$ cat src/xoshiro256plus_generator_defines.svh
// Assertion macros used by the generator controller.
// Expects signals named clock and reset in the module that uses them.
`ifndef XOSHIRO256PLUS_GENERATOR_DEFINES_SVH
`define XOSHIRO256PLUS_GENERATOR_DEFINES_SVH

// Same-cycle implication, disabled during reset.
`define X256P_ASSERT_IMP(lbl, a, b) \
   lbl: assert property (@(posedge clock) disable iff (reset) (a) |-> (b)) \
      else $error("x256p: %s failed", "lbl");

// Next-cycle implication, disabled during reset.
`define X256P_ASSERT_NXT(lbl, a, b) \
   lbl: assert property (@(posedge clock) disable iff (reset) (a) |=> (b)) \
      else $error("x256p: %s failed", "lbl");

`endif

$ cat src/x256p_pkg.sv
// Shared types and constants of the xoshiro256+ generator.
// No dependencies; imported by the controller, the datapath and the top level.
package x256p_pkg;

   // Request op codes
   localparam logic [1:0] OP_NEXT  = 2'd0;
   localparam logic [1:0] OP_SEED  = 2'd1;
   localparam logic [1:0] OP_TRIAL = 2'd2;
   localparam logic [1:0] OP_HOLD  = 2'd3;

   // Seeder and mixer constants
   localparam logic [63:0] GOLDEN_INC = 64'h9e3779b97f4a7c15;
   localparam logic [63:0] MIX_MUL_A  = 64'hbf58476d1ce4e5b9;
   localparam logic [63:0] MIX_MUL_B  = 64'h94d049bb133111eb;

   // State after reset
   localparam logic [63:0] RESET_W0 = 64'h0;
   localparam logic [63:0] RESET_W1 = 64'he220a8397b1dcdaf;
   localparam logic [63:0] RESET_W2 = 64'ha706dd2f4d197e6f;
   localparam logic [63:0] RESET_W3 = 64'h238275bc38fcbe91;

   // Shift and rotate amounts
   localparam int STEP_SHL  = 17;
   localparam int STEP_ROT  = 45;
   localparam int MIX_SHR_A = 30;
   localparam int MIX_SHR_B = 27;
   localparam int MIX_SHR_C = 31;

   // Three mixes per seed: index of the last one
   localparam logic [1:0] LAST_MIX = 2'd2;

   typedef enum logic [3:0] {
      ST_IDLE,
      ST_PREP_A,
      ST_MUL_LL,
      ST_MUL_LH,
      ST_MUL_HL,
      ST_PREP_B,
      ST_FINISH,
      ST_DONE
   } ctrl_state_type;

   typedef enum logic [3:0] {
      DP_IDLE,
      DP_NEXT,
      DP_HOLD,
      DP_SEED_LOAD,
      DP_PREP_A,
      DP_MUL_LL,
      DP_MUL_LH,
      DP_MUL_HL,
      DP_PREP_B,
      DP_FINISH,
      DP_RESULT
   } dp_op_type;

   // Command from controller to datapath
   typedef struct packed {
      dp_op_type  op;
      logic       const_sel;  // 0: first mix multiplier, 1: second
      logic [1:0] mix_idx;    // which of the three mixes runs
      logic       commit;     // result replaces the generator state
   } dp_cmd_type;

endpackage

$ cat src/x256p_ctrl.sv
// Sequencer of the xoshiro256+ generator: handshakes and seed micro-steps.
// Depends on x256p_pkg and the assertion macros header.
`include "xoshiro256plus_generator_defines.svh"

module x256p_ctrl
   import x256p_pkg::*;
(
   input  logic       clock,
   input  logic       reset,
   input  logic       req_valid,
   input  logic [1:0] req_op,
   output logic       req_ready,
   output logic       rsp_valid,
   input  logic       rsp_ready,
   output dp_cmd_type cmd
);

   ctrl_state_type state_ff, state_in;
   logic [1:0]     mix_cnt_ff, mix_cnt_in;
   logic           phase_ff, phase_in;
   logic           commit_ff, commit_in;
   logic           rsp_valid_ff, rsp_valid_in;

   logic out_free;
   logic accept;
   logic load_rsp;

   assign out_free  = !rsp_valid_ff || rsp_ready;
   assign req_ready = (state_ff == ST_IDLE) && out_free;
   assign accept    = req_valid && req_ready;
   assign rsp_valid = rsp_valid_ff;

   // Next state and sequencing counters
   always_comb begin
      state_in   = state_ff;
      mix_cnt_in = mix_cnt_ff;
      phase_in   = phase_ff;
      commit_in  = commit_ff;
      unique case (state_ff)
         ST_IDLE: begin
            if (accept && (req_op == OP_SEED || req_op == OP_TRIAL)) begin
               state_in   = ST_PREP_A;
               mix_cnt_in = '0;
               phase_in   = 1'b0;
               commit_in  = (req_op == OP_SEED);
            end
         end
         ST_PREP_A: state_in = ST_MUL_LL;
         ST_MUL_LL: state_in = ST_MUL_LH;
         ST_MUL_LH: state_in = ST_MUL_HL;
         ST_MUL_HL: state_in = phase_ff ? ST_FINISH : ST_PREP_B;
         ST_PREP_B: begin
            state_in = ST_MUL_LL;
            phase_in = 1'b1;
         end
         ST_FINISH: begin
            phase_in = 1'b0;
            if (mix_cnt_ff == LAST_MIX) begin
               state_in = ST_DONE;
            end else begin
               state_in   = ST_PREP_A;
               mix_cnt_in = mix_cnt_ff + 2'd1;
            end
         end
         ST_DONE: begin
            if (out_free) state_in = ST_IDLE;
         end
         default: state_in = ST_IDLE;
      endcase
   end

   // Datapath command and output-register load
   always_comb begin
      cmd.op        = DP_IDLE;
      cmd.const_sel = phase_ff;
      cmd.mix_idx   = mix_cnt_ff;
      cmd.commit    = commit_ff;
      load_rsp      = 1'b0;
      unique case (state_ff)
         ST_IDLE: begin
            if (accept) begin
               unique case (req_op)
                  OP_NEXT: begin
                     cmd.op   = DP_NEXT;
                     load_rsp = 1'b1;
                  end
                  OP_HOLD: begin
                     cmd.op   = DP_HOLD;
                     load_rsp = 1'b1;
                  end
                  default: cmd.op = DP_SEED_LOAD;
               endcase
            end
         end
         ST_PREP_A: cmd.op = DP_PREP_A;
         ST_MUL_LL: cmd.op = DP_MUL_LL;
         ST_MUL_LH: cmd.op = DP_MUL_LH;
         ST_MUL_HL: cmd.op = DP_MUL_HL;
         ST_PREP_B: cmd.op = DP_PREP_B;
         ST_FINISH: cmd.op = DP_FINISH;
         ST_DONE: begin
            if (out_free) begin
               cmd.op   = DP_RESULT;
               load_rsp = 1'b1;
            end
         end
         default: cmd.op = DP_IDLE;
      endcase
   end

   // Output word valid flag
   always_comb begin
      priority if (load_rsp) rsp_valid_in = 1'b1;
      else if (rsp_ready)    rsp_valid_in = 1'b0;
      else                   rsp_valid_in = rsp_valid_ff;
   end

   always_ff @(posedge clock) begin
      if (reset) begin
         state_ff     <= ST_IDLE;
         mix_cnt_ff   <= '0;
         phase_ff     <= 1'b0;
         commit_ff    <= 1'b0;
         rsp_valid_ff <= 1'b0;
      end else begin
         state_ff     <= state_in;
         mix_cnt_ff   <= mix_cnt_in;
         phase_ff     <= phase_in;
         commit_ff    <= commit_in;
         rsp_valid_ff <= rsp_valid_in;
      end
   end

   `X256P_ASSERT_IMP(a_ready_only_idle, req_ready, state_ff == ST_IDLE)
   `X256P_ASSERT_NXT(a_done_loads_rsp, state_ff == ST_DONE && out_free, rsp_valid_ff)
   `X256P_ASSERT_NXT(a_seed_starts, accept && (req_op == OP_SEED || req_op == OP_TRIAL), state_ff == ST_PREP_A && mix_cnt_ff == 2'd0)
   `X256P_ASSERT_IMP(a_mix_cnt_range, state_ff != ST_IDLE, mix_cnt_ff != 2'd3)

endmodule

$ cat src/x256p_datapath.sv
// Datapath of the xoshiro256+ generator: state words, seed mixer, output word.
// Depends on x256p_pkg; driven by commands from x256p_ctrl.
module x256p_datapath
   import x256p_pkg::*;
(
   input  logic        clock,
   input  logic        reset,
   input  dp_cmd_type  cmd,
   input  logic [63:0] req_seed_value,
   output logic [63:0] rsp_value
);

   logic [63:0] gen_ff [4];
   logic [63:0] gen_in [4];
   logic [63:0] tw_ff  [4];
   logic [63:0] tw_in  [4];
   logic [63:0] zin_ff, zin_in;
   logic [63:0] x_ff, x_in;
   logic [63:0] prod_ff, prod_in;
   logic [63:0] rsp_value_ff, rsp_value_in;

   logic [63:0] n0, n1, n2, n3, shl_t;
   logic [63:0] mul_const, mix_out, seed_sum;
   logic [31:0] mul_a, mul_b;
   logic [63:0] mul_p;
   logic [1:0]  tw_idx;

   // One xoshiro256 step
   always_comb begin
      shl_t = gen_ff[1] << STEP_SHL;
      n2    = gen_ff[2] ^ gen_ff[0];
      n3    = gen_ff[3] ^ gen_ff[1];
      n1    = gen_ff[1] ^ n2;
      n0    = gen_ff[0] ^ n3;
   end

   // Shared 32x32 multiplier, one partial product per pass
   assign mul_const = cmd.const_sel ? MIX_MUL_B : MIX_MUL_A;
   assign mul_a     = (cmd.op == DP_MUL_HL) ? x_ff[63:32] : x_ff[31:0];
   assign mul_b     = (cmd.op == DP_MUL_LH) ? mul_const[63:32] : mul_const[31:0];
   assign mul_p     = 64'(mul_a) * 64'(mul_b);

   assign mix_out  = prod_ff ^ (prod_ff >> MIX_SHR_C);
   assign seed_sum = req_seed_value + GOLDEN_INC;
   assign tw_idx   = cmd.mix_idx + 2'd1;

   always_comb begin
      gen_in       = gen_ff;
      tw_in        = tw_ff;
      zin_in       = zin_ff;
      x_in         = x_ff;
      prod_in      = prod_ff;
      rsp_value_in = rsp_value_ff;
      unique case (cmd.op)
         DP_NEXT: begin
            rsp_value_in = gen_ff[0] + gen_ff[3];
            gen_in[0]    = n0;
            gen_in[1]    = n1;
            gen_in[2]    = n2 ^ shl_t;
            gen_in[3]    = (n3 << STEP_ROT) | (n3 >> (64 - STEP_ROT));
         end
         DP_HOLD: rsp_value_in = gen_ff[0] + gen_ff[3];
         DP_SEED_LOAD: begin
            tw_in[0] = seed_sum;
            zin_in   = seed_sum;
         end
         DP_PREP_A: x_in = zin_ff ^ (zin_ff >> MIX_SHR_A);
         DP_MUL_LL: prod_in = mul_p;
         DP_MUL_LH, DP_MUL_HL: begin
            prod_in = {prod_ff[63:32] + mul_p[31:0], prod_ff[31:0]};
         end
         DP_PREP_B: x_in = prod_ff ^ (prod_ff >> MIX_SHR_B);
         DP_FINISH: begin
            // Last mix is stored bare, earlier ones keep the increment
            if (cmd.mix_idx == LAST_MIX) begin
               tw_in[tw_idx] = mix_out;
            end else begin
               tw_in[tw_idx] = mix_out + GOLDEN_INC;
               zin_in        = mix_out + GOLDEN_INC;
            end
         end
         DP_RESULT: begin
            rsp_value_in = tw_ff[0] + tw_ff[3];
            if (cmd.commit) gen_in = tw_ff;
         end
         default: ;
      endcase
   end

   // Generator state
   always_ff @(posedge clock) begin
      if (reset) begin
         gen_ff[0] <= RESET_W0;
         gen_ff[1] <= RESET_W1;
         gen_ff[2] <= RESET_W2;
         gen_ff[3] <= RESET_W3;
      end else begin
         gen_ff <= gen_in;
      end
   end

   // Working registers and output word
   always_ff @(posedge clock) begin
      tw_ff        <= tw_in;
      zin_ff       <= zin_in;
      x_ff         <= x_in;
      prod_ff      <= prod_in;
      rsp_value_ff <= rsp_value_in;
   end

   assign rsp_value = rsp_value_ff;

endmodule

$ cat src/xoshiro256plus_generator.sv
// xoshiro256+ generator. Next (op 0) and hold (op 3): word registered on acceptance,
// one word per cycle while the output is free. Seed (op 1) and trial (op 2): three
// mixes run on the shared 32x32 multiplier, six 64-bit products in three passes each,
// and no request is taken until the word is loaded. Synchronous active-high
// reset loads the fixed state words and empties the output register.
// Depends on x256p_pkg, x256p_ctrl and x256p_datapath.
module xoshiro256plus_generator
   import x256p_pkg::*;
(
   input  logic        clock,
   input  logic        reset,
   input  logic        req_valid,
   output logic        req_ready,
   input  logic [1:0]  req_op,
   input  logic [63:0] req_seed_value,
   output logic        rsp_valid,
   input  logic        rsp_ready,
   output logic [63:0] rsp_value
);

   dp_cmd_type cmd;

   x256p_ctrl u_ctrl (
      .clock     (clock),
      .reset     (reset),
      .req_valid (req_valid),
      .req_op    (req_op),
      .req_ready (req_ready),
      .rsp_valid (rsp_valid),
      .rsp_ready (rsp_ready),
      .cmd       (cmd)
   );

   x256p_datapath u_datapath (
      .clock          (clock),
      .reset          (reset),
      .cmd            (cmd),
      .req_seed_value (req_seed_value),
      .rsp_value      (rsp_value)
   );

endmodule

$ cat config.mk
export PLATFORM = sky130hd
export DESIGN_NAME = xoshiro256plus_generator
export DESIGN_NICKNAME = d
export VERILOG_FILES = /design/src/x256p_pkg.sv /design/src/x256p_ctrl.sv /design/src/x256p_datapath.sv /design/src/xoshiro256plus_generator.sv
export VERILOG_INCLUDE_DIRS = /design/src /design/src/src
export SDC_FILE = /design/constraint.sdc
export NUM_CORES = 2
export LEC_CHECK = 0
export BUFFER_PORTS_ARGS = -buffer_cell sky130_fd_sc_hd__buf_2
export CAP_MARGIN = 5
export CORE_UTILIZATION = 55
export DETAILED_ROUTE_END_ITERATION = 6
export PLACE_DENSITY = 0.74
export SLEW_MARGIN = 10
export SYNTH_ARGS = -nofsm -noshare
export SYNTH_HDL_FRONTEND = slang
export SYNTH_SLANG_ARGS = --single-unit
export TNS_END_PERCENT = 50
$ cat constraint.sdc
create_clock -name clock -period 10.7 [get_ports clock]
set_input_delay 0.535 -clock clock [delete_from_list [all_inputs] [get_ports clock]]
set_output_delay 0.535 -clock clock [all_outputs]
set_load 0.01 [all_outputs]
# After elaboration in Yosys (flattened, before gate mapping)
# Index checks and enable logic that the tools add are counted.
dict set report op_classes {
  n_mul 1
  n_eq_ne 26
  mux 36
  bitwise_logic 11
  magnitude_cmp 2
  reduce_logical 28
  n_addsub 6
}
# operator n
set ops {}
lappend ops {{$pmux W64 S2} 5}
lappend ops {{$bwmux W256} 2}
lappend ops {{$mux W256} 2}
lappend ops {{$pmux W256 S2} 1}
lappend ops {{$xor A64 B64 Y64} 5}
lappend ops {{$add A64 B64 Y64} 2}
lappend ops {{$add A64 B64 Y64 const B} 2}
lappend ops {{$demux W64 S2} 1}
lappend ops {{$mux W64} 2}
lappend ops {{$mul A32 B32 Y64} 1}
lappend ops {{$mux W32} 2}
lappend ops {{$or A64 B45 Y64} 1}
lappend ops {{$xor A64 B33 Y64} 1}
lappend ops {{$xor A64 B34 Y64} 1}
lappend ops {{$xor A64 B37 Y64} 1}
lappend ops {{$mux W62} 1}
lappend ops {{$add A32 B32 Y32} 1}
lappend ops {{$eq A4 B3 Y1 const B} 8}
lappend ops {{$pmux W4 S8} 1}
lappend ops {{$pmux W4 S7} 1}
lappend ops {{$eq A4 B2 Y1 const B} 4}
lappend ops {{$mux W4} 4}
lappend ops {{$reduce_bool A2 Y1} 7}
lappend ops {{$eq A4 B4 Y1 const B} 3}
lappend ops {{other kinds (25)} 51}
dict set report word_totals {
  output_inout_bits 66
  word_cells 128
  register_bits 777
}

# Logic depth before layout (Yosys ltp)
dict set report depth {
  ltp_word 11
  mapped_depth 43
  depth_no_buf 39
}

# Modules after synthesis
# A second synthesis with hierarchy kept.
dict set report unflattened {
  hier_cells 8291
  area_unflattened_um2 76647.3
}
# module seq_area_each_um2 cells_per_inst instances area_per_inst_um2
set by_module_without_submodules {}
lappend by_module_without_submodules {x256p_datapath 20499.7 8219 1 76049.2}
lappend by_module_without_submodules {x256p_ctrl 160.2 72 1 598.1}

# Worst setup path before layout
# Ideal clock, no wire load.
dict set report synth_timing {
  path_type {flip-flop to flip-flop}
  from {reg u_ctrl.state_ff[2]}
  to {reg u_datapath.prod_ff[62] (data pin)}
  setup_ns 0.269
  path_slack_ns 0.794
  path_stages_with_launch 38
  required_ns 10.431
  t_arrival_ns 9.637
  path_cell_list {dfxtp_1 -> buf_2 -> inv_1 -> nor3_1 -> buf_4 -> buf_2 -> mux2i_1 -> clkbuf_1 -> inv_1 -> nand2_1 -> inv_1 -> fa_1 -> fa_1 -> fa_1 -> inv_1 -> fa_1 -> inv_1 -> fa_1 -> (+2 left out) -> inv_1 -> fa_1 -> fa_1 -> ha_1 -> nand2_1 -> a2111o_1 -> nor2b_1 -> o21ai_0 -> xor2_1 -> ha_1 -> o21ai_0 -> nand2_1 -> a41o_1 -> o41ai_1 -> o21ai_0 -> xor2_1 -> nand2_1 -> o21ai_0}
}
dict set report synth_via {
  elab_chain_len 10
}
# item line_no
set synth_lines {}
lappend synth_lines {{from (decl)} x256p_ctrl.sv:18} ;# ctrl_state_type state_ff, state_in;
lappend synth_lines {{from (signal assigned)} x256p_ctrl.sv:126} ;# state_ff <= state_in;
lappend synth_lines {{$logic_not A4 Y1} {x256p_ctrl.sv:29, x256p_ctrl.sv:79}}
lappend synth_lines {{$logic_and A1 B1 Y1} x256p_ctrl.sv:29} ;# assign req_ready = (state_ff == ST_IDLE) && out_free;
lappend synth_lines {{$logic_and A1 B1 Y1} x256p_ctrl.sv:30} ;# assign accept = req_valid && req_ready;
lappend synth_lines {{$mux W4} x256p_ctrl.sv:81} ;# if (accept) begin
lappend synth_lines {{$pmux W4 S8 *} x256p_ctrl.sv:79} ;# unique case (state_ff)
lappend synth_lines {{$eq A4 B3 Y1 (on tied branches)} {x256p_datapath.sv:39, x256p_datapath.sv:54, x256p_datapath.sv:40}}
lappend synth_lines {{$mux W32 (on tied branches)} {x256p_datapath.sv:39, x256p_datapath.sv:40}}
lappend synth_lines {{$mul A32 B32 Y64} x256p_datapath.sv:41} ;# assign mul_p = 64'(mul_a) * 64'(mul_b);
lappend synth_lines {{$add A32 B32 Y32} x256p_datapath.sv:70} ;# prod_in = {prod_ff[63:32] + mul_p[31:0], prod_ff[31:0]};
lappend synth_lines {{$pmux W64 S2 *} x256p_datapath.sv:54} ;# unique case (cmd.op)
lappend synth_lines {{via u_datapath.prod_in[62]} x256p_datapath.sv:19} ;# logic [63:0] prod_ff, prod_in;
lappend synth_lines {{to (signal assigned)} x256p_datapath.sv:107} ;# prod_ff <= prod_in;
lappend synth_lines {{to (decl)} x256p_datapath.sv:19}
# Mark *: on every way through the listed nets, which the timed path passes. The rest lies on a longest branch. The select of a mux whose other input is x is not followed.
# A chain may end at the register's enable or synchronous reset.

# Worst setup path in the final report
dict set report layout_timing {
  from {reg u_ctrl.state_ff[2]}
  to {reg u_datapath.prod_ff[63] (data pin)}
}
# The elaborated chain is that of the path after synthesis.

==> run metrics <==
synth warn=0; TritonCTS buffer count=85; fmax=0.0963 GHz; slew margin rel.=0.0831; # rows=137; top_reg_cell synth=edfxtp_1; core box area=139000 µm²; worst hold slack=247 ps; first-pass GRT wire length=441 mm; post_cts resized=0; area leader, netlist=fa_1; Die X=376 µm; share of cells above drive strength 1=0.0825; final wirelength=310 mm; initial antenna violation count=30; setup bufs post-CTS=0; clock sink total=776; Final Max Tran Viols=0; critical path arrival=10810 ps; Overflow after GRT=0; synthesized area per cell=9.21 µm²; Crit Path Max Fanout=11; drt pass-1 iters=7; Final GP Congestion=1.08; syn nets=9771; synthesized flop and latch total=776; Worst Max-Slew Pin Slew=1370 ps; Tmin final=10380 ps; async set-or-reset flop fraction in the synthesized netlist=0; Ports=136; CTS clk-pin slew, worst paths=60 ps; top-count cell post-synth=inv_1; Cells after Synth=8370; slowest CP cell=fa_1; Initial DRC Count=9355; Cells after DPL=10200; RSZ-0062 raised after global routing=no; Seq/Total Area, Yosys=0.268; Area growth, synth to finish=8.17%; setup TNS=0 ps; design area=83400 µm²; post-synth cell types=106; max_cap viols=0; Post-DP HPWL=254 mm; Final Skew=60.1 ps; Remaining DRCs=2; CTS tree=yes; initial core utilization=0.553; top cells by area, synth=fa_1 (21%), edfxtp_1 (20%), ha_1 (8.2%); min-delay worst type=primary input to flip-flop; Final setup viols=0; DP Area=80400 µm²; share of the synthesized area in the top cell type=0.214; EDFF count, synth=512; die footprint=142000 µm²; kind of critical path=flip-flop to flip-flop; Layout Cells excl Fill=10400; Antenna Nets Post-Route=0; CP peak stage delay=500 ps; CTS HTree Levels=3; Worst Path Required=11120 ps; mean routed wirelength per cell=29.9 µm; port bufs=135; final hold vios=0; most frequent CP cell=buf_4; Vert. Die Dim=376 µm; Syn Std Cell Area=77100 µm²; Final Cycle Share=0.971; synth cell count leaders=inv_1 (976), nor2_1 (925), fa_1 (825), nand2_1 (666), a21oi_1 (560); via count=64900; failing checks=design-rule violations; fin nets=9821; via/cell ratio=6.25; worst reg-to-reg setup slack=320 ps; outcome=finished with violations; CTS Root Cell=clkbuf_16; vias in the first global route=61600; largest net degree at the start of global routing=118; Worst-Skew Late Latency=730 ps; total track usage=0.436; Post-CTS Hold Fix Bufs=0; crit path capture type=flip-flop; CTS max path bufs=3; critical path startpoint category=flip-flop
[per-layer routing]
metal | vias up | wire length [µm] | GRT usage
met5 | - | 177 | 0
met3 | 661 | 47400 | 0.171
met2 | 4320 | 124000 | 0.601
li1 | 27800 | - | -
met1 | 32000 | 123000 | 0.611
met4 | 21 | 15200 | 0.172
[cells by family after synthesis]
family          synth area share
compound gates             0.129
xor+xnor                  0.0773
fa+ha+maj                  0.296
buf+inv                   0.0708
flops                      0.268
mux                      0.00951
simple gates               0.149
[final timing paths]
path,startpoint,endpoint,cells past startpoint
max,u_ctrl.state_ff[2],u_datapath.prod_ff[63],42
min reg2reg,u_datapath.gen_ff[38],u_datapath.gen_ff[38],2
min,req_seed_value[0],u_datapath.zin_ff[0],2
max reg2reg,u_ctrl.state_ff[2],u_datapath.prod_ff[63],42
[cell type report]
class                      count  area (µm²)
fill                       12300       56000
tap                         1876        2350
sequential                   776       20700
inverter                     980        3680
clock inverter                46         469
multi-input combinational   6189       51200
timing repair buffer         388        2610
antenna                       14        35.0
clock buffer                 113        2400
[critical path, delay by kind of cell, from the launching register on]
kind | cells | cell delay [ps]
adders and majority gates | 10 | 3570
buffers and inverters | 13 | 1950
and+or+nand+nor | 8 | 1710
AOI/OAI and AO/OA | 8 | 1550
xor gates and xnor gates | 2 | 470
DFF | 1 | 460
muxes | 1 | 410
[layout by cell type, fill, tap and decap left out, types with 134 or more instances in the layout]
| cell | count |
|---|---|
| a21oi_1 | 560 |
| edfxtp_1 | 512 |
| fa_1 | 825 |
| dfxtp_1 | 263 |
| o21ai_0 | 344 |
| nor2_1 | 921 |
| xnor2_1 | 389 |
| inv_1 | 975 |
| nor3_1 | 182 |
| ha_1 | 503 |
| nor2b_1 | 145 |
| xor2_1 | 275 |
| nand2_1 | 663 |
| buf_2 | 134 |
| buf_4 | 251 |
| a21o_1 | 137 |
| and2_1 | 192 |
[sequential cells by signal (all words and copies together), names as in the netlist]
signal                cells
u_ctrl.mix_cnt_ff         2
u_datapath.prod_ff       64
u_datapath.tw_ff        256
u_datapath.zin_ff        64
u_datapath.x_ff          64
u_ctrl.phase_ff           1
u_ctrl.commit_ff          1
u_ctrl.rsp_valid          1
u_datapath.gen_ff       256
u_datapath.rsp_value     64
u_ctrl.state_ff           3
[metrics by stage]
step                      worst slack [ps]   util
after global placement                 346  0.577
after floorplan                        794      -
after detailed placement               197  0.577
final                                  315  0.598
after CTS                              161  0.598
after global routing                 0.974  0.598
Power is not shown: default switching activity piles up to over one toggle a cycle in this logic, so the estimate is an artifact.
